--- config.mk ---
export PLATFORM = sky130hd
export DESIGN_NAME = gmlp_queue
export DESIGN_NICKNAME = d
export VERILOG_FILES = /design/src/rtl/gmlp_pkg.sv /design/src/rtl/gmlp_queue.sv
export SDC_FILE = /design/constraint.sdc
export NUM_CORES = 1
export LEC_CHECK = 0
export BUFFER_PORTS_ARGS = -buffer_cell sky130_fd_sc_hd__buf_4
export CAP_MARGIN = 25
export CORE_MARGIN = 10
export CORE_UTILIZATION = 55
export DETAILED_ROUTE_END_ITERATION = 7
export PLACE_DENSITY = 0.8
export REMOVE_ABC_BUFFERS = 1
export SLEW_MARGIN = 20
export SYNTH_ARGS = -nofsm -noshare
export SYNTH_HDL_FRONTEND = slang
export SYNTH_SLANG_ARGS = --single-unit
--- constraint.sdc ---
create_clock -name clk -period 2.7 [get_ports clk]
set_clock_uncertainty 0.2 [all_clocks]
set_input_delay 0.27 -clock clk [delete_from_list [all_inputs] [get_ports clk]]
set_output_delay 0.27 -clock clk [all_outputs]
set_load 0.05 [all_outputs]
--- src/rtl/gmlp_pkg.sv ---
// ----------------------------------------------------------------------------
// gmlp_pkg
// Shared types and constants of the G-code move line parser.
// ----------------------------------------------------------------------------
package gmlp_pkg;

    localparam int LINE_COUNT_BITS     = 24;
    localparam int COMMAND_NUMBER_BITS = 31;
    localparam int CMD_OUT_BITS        = 31;
    localparam int COORD_BITS          = 21;
    localparam int ERR_BITS            = 4;
    localparam int WHOLE_BITS          = 11;
    localparam int FRAC_BITS           = 11;
    localparam int QUEUE_DEPTH         = 4;
    localparam int QUEUE_PTR_BITS      = $clog2(QUEUE_DEPTH);

    localparam logic [7:0] CH_LF    = 8'd10;
    localparam logic [7:0] CH_CR    = 8'd13;
    localparam logic [7:0] CH_NUL   = 8'd0;
    localparam logic [7:0] CH_N     = 8'h4E;
    localparam logic [7:0] CH_G     = 8'h47;
    localparam logic [7:0] CH_0     = 8'h30;
    localparam logic [7:0] CH_1     = 8'h31;
    localparam logic [7:0] CH_9     = 8'h39;
    localparam logic [7:0] CH_X     = 8'h58;
    localparam logic [7:0] CH_Z     = 8'h5A;
    localparam logic [7:0] CH_PLUS  = 8'h2B;
    localparam logic [7:0] CH_MINUS = 8'h2D;
    localparam logic [7:0] CH_DOT   = 8'h2E;
    localparam logic [7:0] CH_SPACE = 8'h20;
    localparam logic [7:0] CH_TAB   = 8'd9;

    typedef enum logic [1:0] {
        TOK_FEED,
        TOK_LF,
        TOK_EOF
    } tok_kind_t;

    // held: a CR was pending when end of file arrived
    typedef struct packed {
        tok_kind_t  kind;
        logic [7:0] ch;
        logic       held;
    } token_t;

    typedef enum logic [ERR_BITS-1:0] {
        ERR_OK          = 4'd0,
        ERR_NO_N        = 4'd1,
        ERR_BAD_NUMBER  = 4'd2,
        ERR_NOT_G01     = 4'd3,
        ERR_BAD_LETTER  = 4'd4,
        ERR_BAD_WHOLE   = 4'd5,
        ERR_NO_DOT      = 4'd6,
        ERR_SHORT_FRAC  = 4'd7,
        ERR_BAD_FRAC    = 4'd8,
        ERR_AXIS_ORDER  = 4'd9,
        ERR_NO_AXES     = 4'd10,
        ERR_FIRST_INCOMPLETE = 4'd11
    } err_t;

    function automatic logic is_ws(input logic [7:0] c);
        return (c == CH_SPACE) || (c >= CH_TAB && c <= CH_CR);
    endfunction

    function automatic logic is_dig(input logic [7:0] c);
        return (c >= CH_0) && (c <= CH_9);
    endfunction

endpackage

--- src/rtl/gmlp_queue.sv ---
// ----------------------------------------------------------------------------
// gmlp_queue
// Short token queue between front and back.
// ----------------------------------------------------------------------------
module gmlp_queue
    import gmlp_pkg::*;
(
    input  logic   clk,
    input  logic   rst_n,
    input  logic   push,
    input  token_t push_tok,
    output logic   full,
    output logic   tok_valid,
    output token_t tok,
    input  logic   pop
);

    token_t                    mem_reg [QUEUE_DEPTH];
    logic [QUEUE_PTR_BITS-1:0] wr_reg, rd_reg;
    logic [QUEUE_PTR_BITS:0]   cnt_reg;
    logic                      do_pop;

    assign full      = (cnt_reg == (QUEUE_PTR_BITS+1)'(QUEUE_DEPTH));
    assign tok_valid = (cnt_reg != '0);
    assign tok       = mem_reg[rd_reg];
    assign do_pop    = pop && tok_valid;

    always_ff @(posedge clk or negedge rst_n)
    begin
        if (!rst_n)
        begin
            wr_reg  <= '0;
            rd_reg  <= '0;
            cnt_reg <= '0;
        end
        else
        begin
            if (push)
                wr_reg <= wr_reg + 1'b1;
            if (do_pop)
                rd_reg <= rd_reg + 1'b1;
            if (push && !do_pop)
                cnt_reg <= cnt_reg + 1'b1;
            else if (!push && do_pop)
                cnt_reg <= cnt_reg - 1'b1;
        end
    end

    always_ff @(posedge clk)
    begin
        if (push)
            mem_reg[wr_reg] <= push_tok;
    end

endmodule

# == After elaboration in Yosys (flattened, before gate mapping) ==
# Memory sizes are Yosys's and may differ from the RTL's.
# Cells that the tools add are included.
# op_classes
reduce_logical,7
order_cmp,0
n_div,0
addsub,4
muxes,4
eq_ne,1
shift,0
mul,0
bitwise,0
# ops
cell,n
$mux 3,2
$add 2x1->2 const B,2
$add 3x1->3 const B,1
$eq 3x3->1 const B,1
$logic_and 1x1->1,3
$reduce_bool 3->1,1
$sub 3x1->3 const B,1
$logic_not 1->1,2
$mux 1,2
$reduce_bool 2->1,1
# totals
inputBits,15
register_bits,7
mem_count,1
wordCells,20
ramBits,44
latch_bits,0
romBits,0
# mem_list
name,depth,word_bits,read_ports,rd_ports_with_merged_regs,write_ports,line,rtl
mem_reg,4,11,1,0,1,gmlp_queue.sv:18,token_t mem_reg [QUEUE_DEPTH];

# == Longest topological paths before layout ==
# logic_depth
ltp_word,5
mapped_depth,8

# == Worst setup path before layout ==
# OpenSTA, ideal clock, no wires.
# synth_timing
kind,reg-to-reg
start,register cnt_reg[0]
end,register cnt_reg[2]
path_stages_with_launch,9
setup_slack_ns,0.392
path_buffers,0
setup_time_ns,0.079
t_required_ns,2.421
arrival_ns,2.029
cell_sequence,dfrtp_1 > or3_4 > nand2_1 > ha_1 > inv_1 > fa_1 > xor2_1 > nor2_1 > xor2_1
# synth_between
elab_chain_cells,5
elab_cells_between_ends,10
cone_classes,2 x add/sub; 2 x mux; 6 x reduce/logical
# synth_lines
element,line,rtl
start: declaration,gmlp_queue.sv:20,logic [QUEUE_PTR_BITS:0] cnt_reg;
start signal: assignment,gmlp_queue.sv:43,cnt_reg <= cnt_reg + 1'b1;
start signal: assignment,gmlp_queue.sv:45,cnt_reg <= cnt_reg - 1'b1;
$reduce_bool 3->1 *,gmlp_queue.sv:24,assign tok_valid = (cnt_reg != '0);
net tok_valid,gmlp_queue.sv:13,"output logic tok_valid,"
$logic_and 1x1->1 *,gmlp_queue.sv:26,assign do_pop = pop && tok_valid;
$logic_not 1->1,gmlp_queue.sv:42,if (push && !do_pop)
$logic_and 1x1->1,gmlp_queue.sv:42,
$mux 3 or $reduce_bool 2->1 (tied branches),n/a,
# The timed path passes the listed nets; every way through them passes the cells marked *. The select of a mux whose other input is x is not followed.
# A chain may end at the register's enable or synchronous reset.

==> qor.yml <==
synth_top_area_frac: 0.662
hp-class: "in2async"
antenna_found_initial: 0
cp_cell_sequence: "buf_4, mux4_2, buf_4"
grt_start_max_net_pins: 16
grt_overflow: 0
total_power_mw: 2.65
p_leak_nw: 0.899
worst-slew-pin-transition_ns: 0.605
clk_pin_slew_ns: 0.13
ff2ff_path_depth: 8
synth_seq_area_share: 0.750
via_count: 975
syn_area_per_cell_um2: 21.9
synth_flop_cell: "edfxtp_1"
clkPwrFrac: 0.118
finalSetupTns_ns: 0
place_ws_ns: 0.395
tritoncts: "yes"
r2r-start: "cnt_reg[0]"
portBuffers: 27
fmax_ghz: 0.405
slowest_delay_ns: 0.63
synth_edf_count: 44
synth_most_common_cell: "edfxtp_1"
largest_register_ffs: 44
finalSetupViolCount: 0
ys_warn_count: 0
rsz0062_at_grt: "no"
netlist_instances: 91
hold_violations: 0
cts_made_buffers: 5
synth_common_cells: "edfxtp_1 (44), mux4_2 (8), dfrtp_1 (7)"
maxSlewHeadroom: 0.597
clockBufferDepth: 2
critical_path_class: "reg2out"
area_delta_synth_final_pct: 22.3
antenna-diode-count: 0
drtIter0Drc: 52
powerDensity_mw_per_mm2: 1090
slowest_stage: "dfrtp_1"
power.net_switching_mw: 1.05
first_pass_iters: 4
via_per_inst: 5.27
synth_area_mm2: 0.00199
hpwlAfterDp_um: 2280
grt_use_total: 0.114
core-area_mm2: 0.00342
cts_sinks: 51
grt_pass1_vias: 1085
rows: 21
cts-root-buf: "clkbuf_4"
synth_area_leader_cell: "edfxtp_1"
htree_num_levels: 2
crit_fanout: 8
synth_seq_cells: 51
status: "complete, no violations"
swShare: 0.397
internal_power_mw: 1.60
slew_viol_final: 0
finalCriticalPeriod_ns: 2.47
crit_arrival_ns: 2.00
async_reset_ff_frac: 0.137
cts_resized: 0
yosysUniqueCellTypes: 19
peakVddDrop_mv: 0.508
place_congestion: 0.678
die_w_um: 80.2
final_nets: 159
start_util: 0.584
wl_per_cell_um: 17.5
die-area_mm2: 0.00643
clk_latency_ns: 0.36
comb_power_share: 0.436
finalWirelength_um: 3230
path_common_cell: "buf_4"
end_kind: "output pin"
min_period_over_period: 0.913
layout-drive-gt1-share: 0.324
r2r_slack_ns: 0.39
p_seq_frac: 0.446
maxCapViolCount: 0
die_height_um: 80.2
crit-reg2reg-capture: "cnt_reg[2]"
nFillCells: 227
drc: 0
required_ns: 2.23
ant_nets: 0
fin_ws_ns: 0.234
io_pins: 28
synth_area_leaders: "edfxtp_1 (66%), mux4_2 (9.0%), dfrtp_1 (8.8%)"
crit_path_start_kind: "flip-flop"
grt_first_pass_wirelength_um: 5390
==> power groups by stage <==
stage	Combinational (mW)	Sequential, mW	Clock (mW)
6_report	1.16	1.18	0.314
4_1_cts	1.18	1.19	0.332
3_5_place_dp	1.16	1.21	0
5_1_grt	1.23	1.21	0.355
2_1_floorplan	0.830	1.18	0
3_3_place_gp	1.13	1.19	0
==> layer usage <==
layer  vias up  global-route usage  share of wire
met5         -                   0              0
met4         0              0.0581          0.018
met3         6              0.0490          0.052
met2        25               0.197           0.56
met1       494               0.114           0.37
li1        450                   -              -
==> cell usage in the layout, fill, tap and decap left out <==
cell / synthesis / routed
edfxtp_1: 44 / 44
buf_4: 0 / 28
dlygate4sd3_1: 0 / 14
mux4_2: 8 / 8
dfrtp_1: 7 / 7
ha_1: 5 / 5
clkbuf_4: 0 / 5
and2_1: 4 / 4
inv_1: 3 / 3
mux4_1: 3 / 3
xnor2_1: 3 / 3
xor2_1: 3 / 3
nand2_1: 2 / 2
or3_4: 1 / 1
nor3b_1: 1 / 1
mux2_2: 1 / 1
o21ai_0: 1 / 1
nand3_1: 1 / 1
nor2_1: 1 / 1
fa_1: 1 / 1
clkinv_2: 0 / 1
clkinvlp_4: 0 / 1
clkbuf_1: 0 / 1
==> cell type report <==
cell class / instances / area, um2 / share of cell area
multi-input combinational: 35 / 470 / 0.193
timing repair buffer: 42 / 350 / 0.144
tap: 46 / 57.6 / 0.0236
clock buffer: 6 / 41.3 / 0.0169
inverter: 3 / 11.3 / 0.00462
sequential: 51 / 1500 / 0.613
clock inverter: 2 / 12.5 / 0.00513
==> critical path, delay by kind of cell (launching register included) <==
kind | cells | cell delay (ns)
buffers and inverters | 2 | 0.48
flip-flops | 1 | 0.63
multiplexers | 1 | 0.52
==> cell families (layout without fill, tap and decap cells) <==
kind of cell / after synthesis / in the layout / synth area share
xor gates and xnor gates: 6 / 6 / 0.0264
muxes: 12 / 12 / 0.136
AOI/OAI and AO/OA: 1 / 1 / 0.00251
buffers and inverters: 5 / 53 / 0.0138
DFF: 51 / 51 / 0.750
adders and majority gates: 6 / 6 / 0.0414
and+or+nand+nor: 10 / 10 / 0.0301
==> through the flow <==
step / cell area, um2 / hold slack, ns / cells / utilization
6_report: 2440 / 0.0668 / 185 / 0.714
5_1_grt: 2440 / 0.0418 / 185 / 0.714
4_1_cts: 2440 / 0.0406 / 185 / 0.714
3_5_place_dp: 2250 / -0.111 / 163 / 0.658
3_3_place_gp: 2250 / -0.113 / 163 / 0.658
2_1_floorplan: 1980 / -0.226 / 89 / -
==> repair_timing <==
item	4_1_cts	5_1_grt
buffers inserted	0	0
hold endpoints to repair	54	0
hold buffers	14	0
==> worst max-delay path by stage <==
stage,start,to,depth (start not counted)
2_1_floorplan,cnt_reg[0],cnt_reg[2],8
3_3_place_gp,cnt_reg[0],cnt_reg[2],8
3_5_place_dp,cnt_reg[0],cnt_reg[2],8
4_1_cts,rd_reg[0],tok[5],3
5_1_grt,rd_reg[0],tok[5],3
6_report,rd_reg[0],tok[5],3
Power figures use the tool's default switching activity.
