--- config.mk ---
export PLATFORM = sky130hd
export DESIGN_NAME = gmlp_front_flat
export DESIGN_NICKNAME = d
export VERILOG_FILES = /design/src/rtl/gmlp_pkg.sv /design/src/rtl/gmlp_in_if.sv /design/src/rtl/gmlp_front.sv /design/src/flat_wrapper.sv
export SDC_FILE = /design/constraint.sdc
export NUM_CORES = 1
export LEC_CHECK = 0
export BUFFER_PORTS_ARGS = -buffer_cell sky130_fd_sc_hd__clkbuf_2
export CELL_PAD_IN_SITES_DETAIL_PLACEMENT = 1
export CELL_PAD_IN_SITES_GLOBAL_PLACEMENT = 1
export CORE_MARGIN = 2
export CORE_UTILIZATION = 30
export CTS_CLUSTER_DIAMETER = 200
export DETAILED_ROUTE_END_ITERATION = 8
export PLACE_DENSITY_LB_ADDON = 0.3
export SETUP_SLACK_MARGIN = 0.3
export SYNTH_ARGS = -nofsm -noshare
export SYNTH_HDL_FRONTEND = slang
export SYNTH_SLANG_ARGS = --single-unit
export TNS_END_PERCENT = 10
--- constraint.sdc ---
create_clock -name clk -period 2.3 [get_ports clk]
set_clock_uncertainty 0.2 [all_clocks]
set_input_delay 0.23 -clock clk [delete_from_list [all_inputs] [get_ports clk]]
set_output_delay 0.23 -clock clk [all_outputs]
set_load 0.01 [all_outputs]
--- src/rtl/gmlp_pkg.sv ---
// ----------------------------------------------------------------------------
// gmlp_pkg
// Shared types and constants of the G-code move line parser.
// ----------------------------------------------------------------------------
package gmlp_pkg;

    localparam int LINE_COUNT_BITS     = 24;
    localparam int COMMAND_NUMBER_BITS = 31;
    localparam int CMD_OUT_BITS        = 31;
    localparam int COORD_BITS          = 21;
    localparam int ERR_BITS            = 4;
    localparam int WHOLE_BITS          = 11;
    localparam int FRAC_BITS           = 11;
    localparam int QUEUE_DEPTH         = 4;
    localparam int QUEUE_PTR_BITS      = $clog2(QUEUE_DEPTH);

    localparam logic [7:0] CH_LF    = 8'd10;
    localparam logic [7:0] CH_CR    = 8'd13;
    localparam logic [7:0] CH_NUL   = 8'd0;
    localparam logic [7:0] CH_N     = 8'h4E;
    localparam logic [7:0] CH_G     = 8'h47;
    localparam logic [7:0] CH_0     = 8'h30;
    localparam logic [7:0] CH_1     = 8'h31;
    localparam logic [7:0] CH_9     = 8'h39;
    localparam logic [7:0] CH_X     = 8'h58;
    localparam logic [7:0] CH_Z     = 8'h5A;
    localparam logic [7:0] CH_PLUS  = 8'h2B;
    localparam logic [7:0] CH_MINUS = 8'h2D;
    localparam logic [7:0] CH_DOT   = 8'h2E;
    localparam logic [7:0] CH_SPACE = 8'h20;
    localparam logic [7:0] CH_TAB   = 8'd9;

    typedef enum logic [1:0] {
        TOK_FEED,
        TOK_LF,
        TOK_EOF
    } tok_kind_t;

    // held: a CR was pending when end of file arrived
    typedef struct packed {
        tok_kind_t  kind;
        logic [7:0] ch;
        logic       held;
    } token_t;

    typedef enum logic [ERR_BITS-1:0] {
        ERR_OK          = 4'd0,
        ERR_NO_N        = 4'd1,
        ERR_BAD_NUMBER  = 4'd2,
        ERR_NOT_G01     = 4'd3,
        ERR_BAD_LETTER  = 4'd4,
        ERR_BAD_WHOLE   = 4'd5,
        ERR_NO_DOT      = 4'd6,
        ERR_SHORT_FRAC  = 4'd7,
        ERR_BAD_FRAC    = 4'd8,
        ERR_AXIS_ORDER  = 4'd9,
        ERR_NO_AXES     = 4'd10,
        ERR_FIRST_INCOMPLETE = 4'd11
    } err_t;

    function automatic logic is_ws(input logic [7:0] c);
        return (c == CH_SPACE) || (c >= CH_TAB && c <= CH_CR);
    endfunction

    function automatic logic is_dig(input logic [7:0] c);
        return (c >= CH_0) && (c <= CH_9);
    endfunction

endpackage

--- src/rtl/gmlp_in_if.sv ---
// ----------------------------------------------------------------------------
// gmlp_in_if
// Text byte channel: valid/ready handshake with byte and end-of-file flag.
// ----------------------------------------------------------------------------
interface gmlp_in_if;
    logic       valid;
    logic       ready;
    logic [7:0] char_in;
    logic       end_of_file;

    modport source (output valid, output char_in, output end_of_file, input ready);
    modport sink   (input valid, input char_in, input end_of_file, output ready);
endinterface

--- src/rtl/gmlp_front.sv ---
// ----------------------------------------------------------------------------
// gmlp_front
// Accepts bytes, handles the held CR and turns each byte into parser tokens.
// ----------------------------------------------------------------------------
module gmlp_front
    import gmlp_pkg::*;
(
    input  logic        clk,
    input  logic        rst_n,
    gmlp_in_if.sink     in_ch,
    output logic        push,
    output token_t      push_tok,
    input  logic        full
);

    logic       held_reg, held_next;
    logic       pend_reg, pend_next;
    logic [7:0] pend_ch_reg, pend_ch_next;
    logic       acc;

    assign in_ch.ready = !pend_reg && !full;
    assign acc = in_ch.valid && in_ch.ready;

    always_comb
    begin
        held_next    = held_reg;
        pend_next    = pend_reg;
        pend_ch_next = pend_ch_reg;
        push         = 1'b0;
        push_tok     = '{kind: TOK_FEED, ch: in_ch.char_in, held: 1'b0};
        if (pend_reg)
        begin
            // byte that followed a released CR
            if (!full)
            begin
                push      = 1'b1;
                push_tok  = '{kind: TOK_FEED, ch: pend_ch_reg, held: 1'b0};
                pend_next = 1'b0;
            end
        end
        else if (acc)
        begin
            if (in_ch.end_of_file)
            begin
                push      = 1'b1;
                push_tok  = '{kind: TOK_EOF, ch: in_ch.char_in, held: held_reg};
                held_next = 1'b0;
            end
            else if (in_ch.char_in == CH_LF)
            begin
                push      = 1'b1;
                push_tok  = '{kind: TOK_LF, ch: in_ch.char_in, held: 1'b0};
                held_next = 1'b0;
            end
            else if (in_ch.char_in == CH_CR)
            begin
                if (held_reg)
                begin
                    push     = 1'b1;
                    push_tok = '{kind: TOK_FEED, ch: CH_CR, held: 1'b0};
                end
                held_next = 1'b1;
            end
            else if (held_reg)
            begin
                push         = 1'b1;
                push_tok     = '{kind: TOK_FEED, ch: CH_CR, held: 1'b0};
                held_next    = 1'b0;
                pend_next    = 1'b1;
                pend_ch_next = in_ch.char_in;
            end
            else
            begin
                push = 1'b1;
            end
        end
    end

    always_ff @(posedge clk or negedge rst_n)
    begin
        if (!rst_n)
        begin
            held_reg <= 1'b0;
            pend_reg <= 1'b0;
        end
        else
        begin
            held_reg <= held_next;
            pend_reg <= pend_next;
        end
    end

    always_ff @(posedge clk)
    begin
        pend_ch_reg <= pend_ch_next;
    end

endmodule

--- src/flat_wrapper.sv ---
// flat-port wrapper written by rule: the top's interface ports become plain ports
module gmlp_front_flat import gmlp_pkg::*;
  (clk, rst_n, push, push_tok, full, in_ch_valid, in_ch_char_in, in_ch_end_of_file, in_ch_ready);
  gmlp_in_if in_ch_i ();
  input  logic clk;
  input  logic rst_n;
  output logic push;
  output token_t push_tok;
  input  logic full;
  input wire logic [$bits(in_ch_i.valid)-1:0] in_ch_valid;
  input wire logic [$bits(in_ch_i.char_in)-1:0] in_ch_char_in;
  input wire logic [$bits(in_ch_i.end_of_file)-1:0] in_ch_end_of_file;
  output wire logic [$bits(in_ch_i.ready)-1:0] in_ch_ready;
  assign in_ch_i.valid = in_ch_valid;
  assign in_ch_i.char_in = in_ch_char_in;
  assign in_ch_i.end_of_file = in_ch_end_of_file;
  assign in_ch_ready = in_ch_i.ready;
  gmlp_front u_core (.clk(clk), .rst_n(rst_n), .in_ch(in_ch_i), .push(push), .push_tok(push_tok), .full(full));
endmodule
; Word level (Yosys, flattened, before mapping)
; Cells that the tools add are included.
[classes]
n_eq_ne = 2
bitwise_logic = 4
n_mux = 22
n_reduce_logical = 6
[op_table]
columns = cell, count
row1 = $mux 11, 4
row2 = $mux 9, 2
row3 = $eq 8x4->1 const B, 2
row4 = $mux 1, 16
row5 = $reduce_and 6->1, 1
row6 = $not 1->1, 4
row7 = $logic_and 1x1->1, 2
row8 = $logic_not 1->1, 2
row9 = $reduce_and 2->1, 1
[totals]
reg_bits = 10
out_inout_bits = 13
wordCells = 37

; Longest topological paths before layout
[depth]
ltp_word = 6
mapped_depth = 4
ltp_nobuf = 3

; Worst setup path after synthesis
; OpenSTA, ideal clock, no wires.
[synth_path]
path_kind = register -> register
start = reg u_core.pend_reg
end = reg u_core.pend_ch_reg[0] (enable)
slack_ns = 0.105
t_required_ns = 1.725
arrival_time_ns = 1.619
stages_incl_launch_ff = 4
setup_time_ns = 0.375
path_cell_list = dfrtp_1 > or3b_4 > or3b_1 > a21oi_1
[synth_via]
elab_chain_len = 4
elab_cells_between_ends = 5
cone_classes = bitwise: 1 / reduce/logical: 4
[synth_lines]
columns = element, line
row1 = "start, declared", gmlp_front.sv:17  ; logic pend_reg, pend_next;
row2 = "start signal, assigned", gmlp_front.sv:89  ; pend_reg <= pend_next;
row3 = $logic_not 1->1, gmlp_front.sv:21  ; assign in_ch.ready = !pend_reg && !full;
row4 = $logic_and 1x1->1, gmlp_front.sv:21
row5 = $logic_and 1x1->1, gmlp_front.sv:22  ; assign acc = in_ch.valid && in_ch.ready;
row6 = $reduce_and 6->1 (no source line) *, --
row7 = "end signal, assigned", gmlp_front.sv:95  ; pend_ch_reg <= pend_ch_next;
row8 = "end, declared", gmlp_front.sv:18  ; logic [7:0] pend_ch_reg, pend_ch_next;
; Every way passes the cells marked *; elsewhere a longest branch is shown, timed or not.
; A chain may end at the register's enable or synchronous reset.

; Worst setup path in the final report
[layout_path]
start = reg u_core.pend_reg
end = reg u_core.pend_ch_reg[4] (enable)
; The elaborated chain is that of the path after synthesis.

==> out/metrics.cfg <==
[run_status]
status=finished, final reports clean

[drt]
wl_met1_um=759
viasPerCell=5.01
wl_met3_um=51
dr.pass1.iters=4
drc=0
drt-initial-drc-count=4
antenna_left=0
met2_wirelength_um=978
drt-total-wl_um=1800
wl_per_cell_um=14.8
highest_layer=met4
vias=611

[logic_synthesis]
synthTopCellsByCount=edfxtp_1 (8), nor2_1 (6), nand2_1 (5), nor3_1 (5), o21ai_0 (4)
ys.flop_type=edfxtp_1
synth.area.top_cells=edfxtp_1 (41%), dfrtp_1 (8.5%), and4bb_2 (4.2%)
synth-edff-count=8
synth_top_area_share_pct=40.6
ys_seq_area_share_pct=49.0
ys_warn_count=0
synth.largest_area_cell=edfxtp_1
syn_area_per_cell_um2=10.6
synth_cell_types=28
synth.most_common_cell=edfxtp_1
syn_nets=69
syn_area_um2=592
async_flop_share_pct=20.0
ys_ff_latch=10
synthCells=56

[hold_path]
hold_path_class=in2reg

[place]
post-dp-hpwl_um=1300
io_buffers=25
routabilityCongestion=0.767

[timing]
maxSlewViolCount=0
setup_tns_ns=0
fin_crit_sh_pct=86.1
maxSlewHeadroom_pct=68.0
worst_pin_slew_ns=0.475
hold_viol_final=0
setup_viol=0
hold_ws_ns=0.0259
grt_setup_unrepaired=true
fmax_ghz=0.505
min_period_ns=1.98

[final_layout]
drive_gt1_share_pct=45.3
nets=109
fill_cells=235
syn_to_final_growth_pct=53.9
largest_reg_flops=8
antenna_cells=0

[setup_path]
criticalPathCategory=reg2reg
endpoint_kind=flip-flop
cp.required_ns=2.09
crit_fanout=8
crit_arrival_ns=1.77
cp-start-kind=flip-flop

[die]
die-area_um2=2340
die_h_um=48.4
io_pins=26
core_area_um2=1900
start_util_pct=31.1
die-width_um=48.4
num_rows=16

[pwr]
power_density_nw_per_um2=432
fin_total_pwr_uw=393
ir_drop_uv=302
total_leakage_power_uw=0.000409

[clocking]
htreeDepth=1
clockBufferDepth=2
insertion_delay_ns=0.26
cts_tree=yes
cts_root_buffer=clkbuf_4
cts_buffers=3
path_clk_slew_ns=0.07
cts.sinks=10

[run]
drv_cap=0

[grt]
grt_pass1_vias=630
antenna_found_initial=0
grt_usage_pct=17.0
grt_overflow=0
grt_pass1_wl_um=3000
grt_max_degree=9

[final timing paths]
path	start	to	slack, ns	cells after the start
worst max-delay path	u_core.pend_reg$_DFF_PN0_	u_core.pend_ch_reg[4]$_DFFE_PP_	0.32	4
worst min-delay path	in_ch_char_in[6]	u_core.pend_ch_reg[6]$_DFFE_PP_	0.03	1
worst max register to register	u_core.pend_reg$_DFF_PN0_	u_core.pend_ch_reg[4]$_DFFE_PP_	0.32	4
worst min register to register	u_core.held_reg$_DFFE_PN0P_	u_core.held_reg$_DFFE_PN0P_	0.43	1
max in group asynchronous	rst_n	u_core.pend_reg$_DFF_PN0_	1.73	2
min in group asynchronous	rst_n	u_core.held_reg$_DFFE_PN0P_	0.07	2
[report_power, final]
| part | leakage, uW | switching (uW) | internal (uW) |
|---|---|---|---|
| sequential | 0.0000998 | 0.0955 | 195 |
| combinational | 0.000294 | 33.1 | 33.5 |
| clock | 0.0000150 | 64.2 | 67.1 |
| total | 0.000409 | 97.4 | 296 |
[repair_timing]
| item | 4_1_cts | 5_1_grt |
|---|---|---|
| hold buffers | 6 | 1 |
| setup buffers | 2 | 2 |
| endpoints found under the setup margin | 10 | 16 |
| hold endpoints to repair | 7 | 1 |
| resized for setup | 2 | 2 |
[routing by layer]
metal | GRT usage, % | vias to the layer above
li1 | - | 299
met4 | 8.57 | 0
met3 | 2.78 | 2
met5 | 0 | -
met2 | 29.6 | 13
met1 | 20.2 | 297
[layout make-up]
| class | count | area, um^2 | area share [%] |
|---|---|---|---|
| clock buffer | 4 | 26.3 | 2.88 |
| multi-input combinational | 45 | 323 | 35.4 |
| sequential | 10 | 290 | 31.9 |
| tap | 27 | 33.8 | 3.71 |
| timing repair buffer | 36 | 238 | 26.1 |
[cell usage in the layout (no fill, tap or decap), types with 3 or more instances in the layout]
| cell | Yosys | layout |
|---|---|---|
| clkbuf_2 | 0 | 25 |
| edfxtp_1 | 8 | 8 |
| dlygate4sd3_1 | 0 | 7 |
| nor2_1 | 6 | 6 |
| nand2_1 | 5 | 5 |
| nor3_1 | 5 | 5 |
| o21ai_0 | 4 | 3 |
| clkbuf_4 | 0 | 3 |
| buf_4 | 0 | 3 |
[per-stage QoR]
| step | setup slack, ns | instance area (um^2) | util (%) | cells |
|---|---|---|---|---|
| 3_5_place_dp | 0.222 | 758 | 39.9 | 107 |
| 3_3_place_gp | 0.282 | 758 | 39.9 | 107 |
| 5_1_grt | 0.228 | 911 | 47.9 | 122 |
| 2_1_floorplan | 0.349 | 603 | - | 56 |
| 4_1_cts | 0.282 | 867 | 45.6 | 119 |
| 6_report | 0.320 | 911 | 47.9 | 122 |
[kinds of logic (layout without fill, tap and decap cells)]
family	after synthesis	count (layout)	synth area share [%]
flops	10	10	49.0
simple gates	34	34	37.2
buf+inv	1	40	0.634
compound gates	11	11	13.1
[worst max-delay path, stage by stage (launching register included)]
cell	delay (ns)
dfrtp_1	0.39
or3b_4	0.42
or3b_4	0.41
a21oi_4	0.14
buf_12	0.14
(Power assumes the default switching activity.)
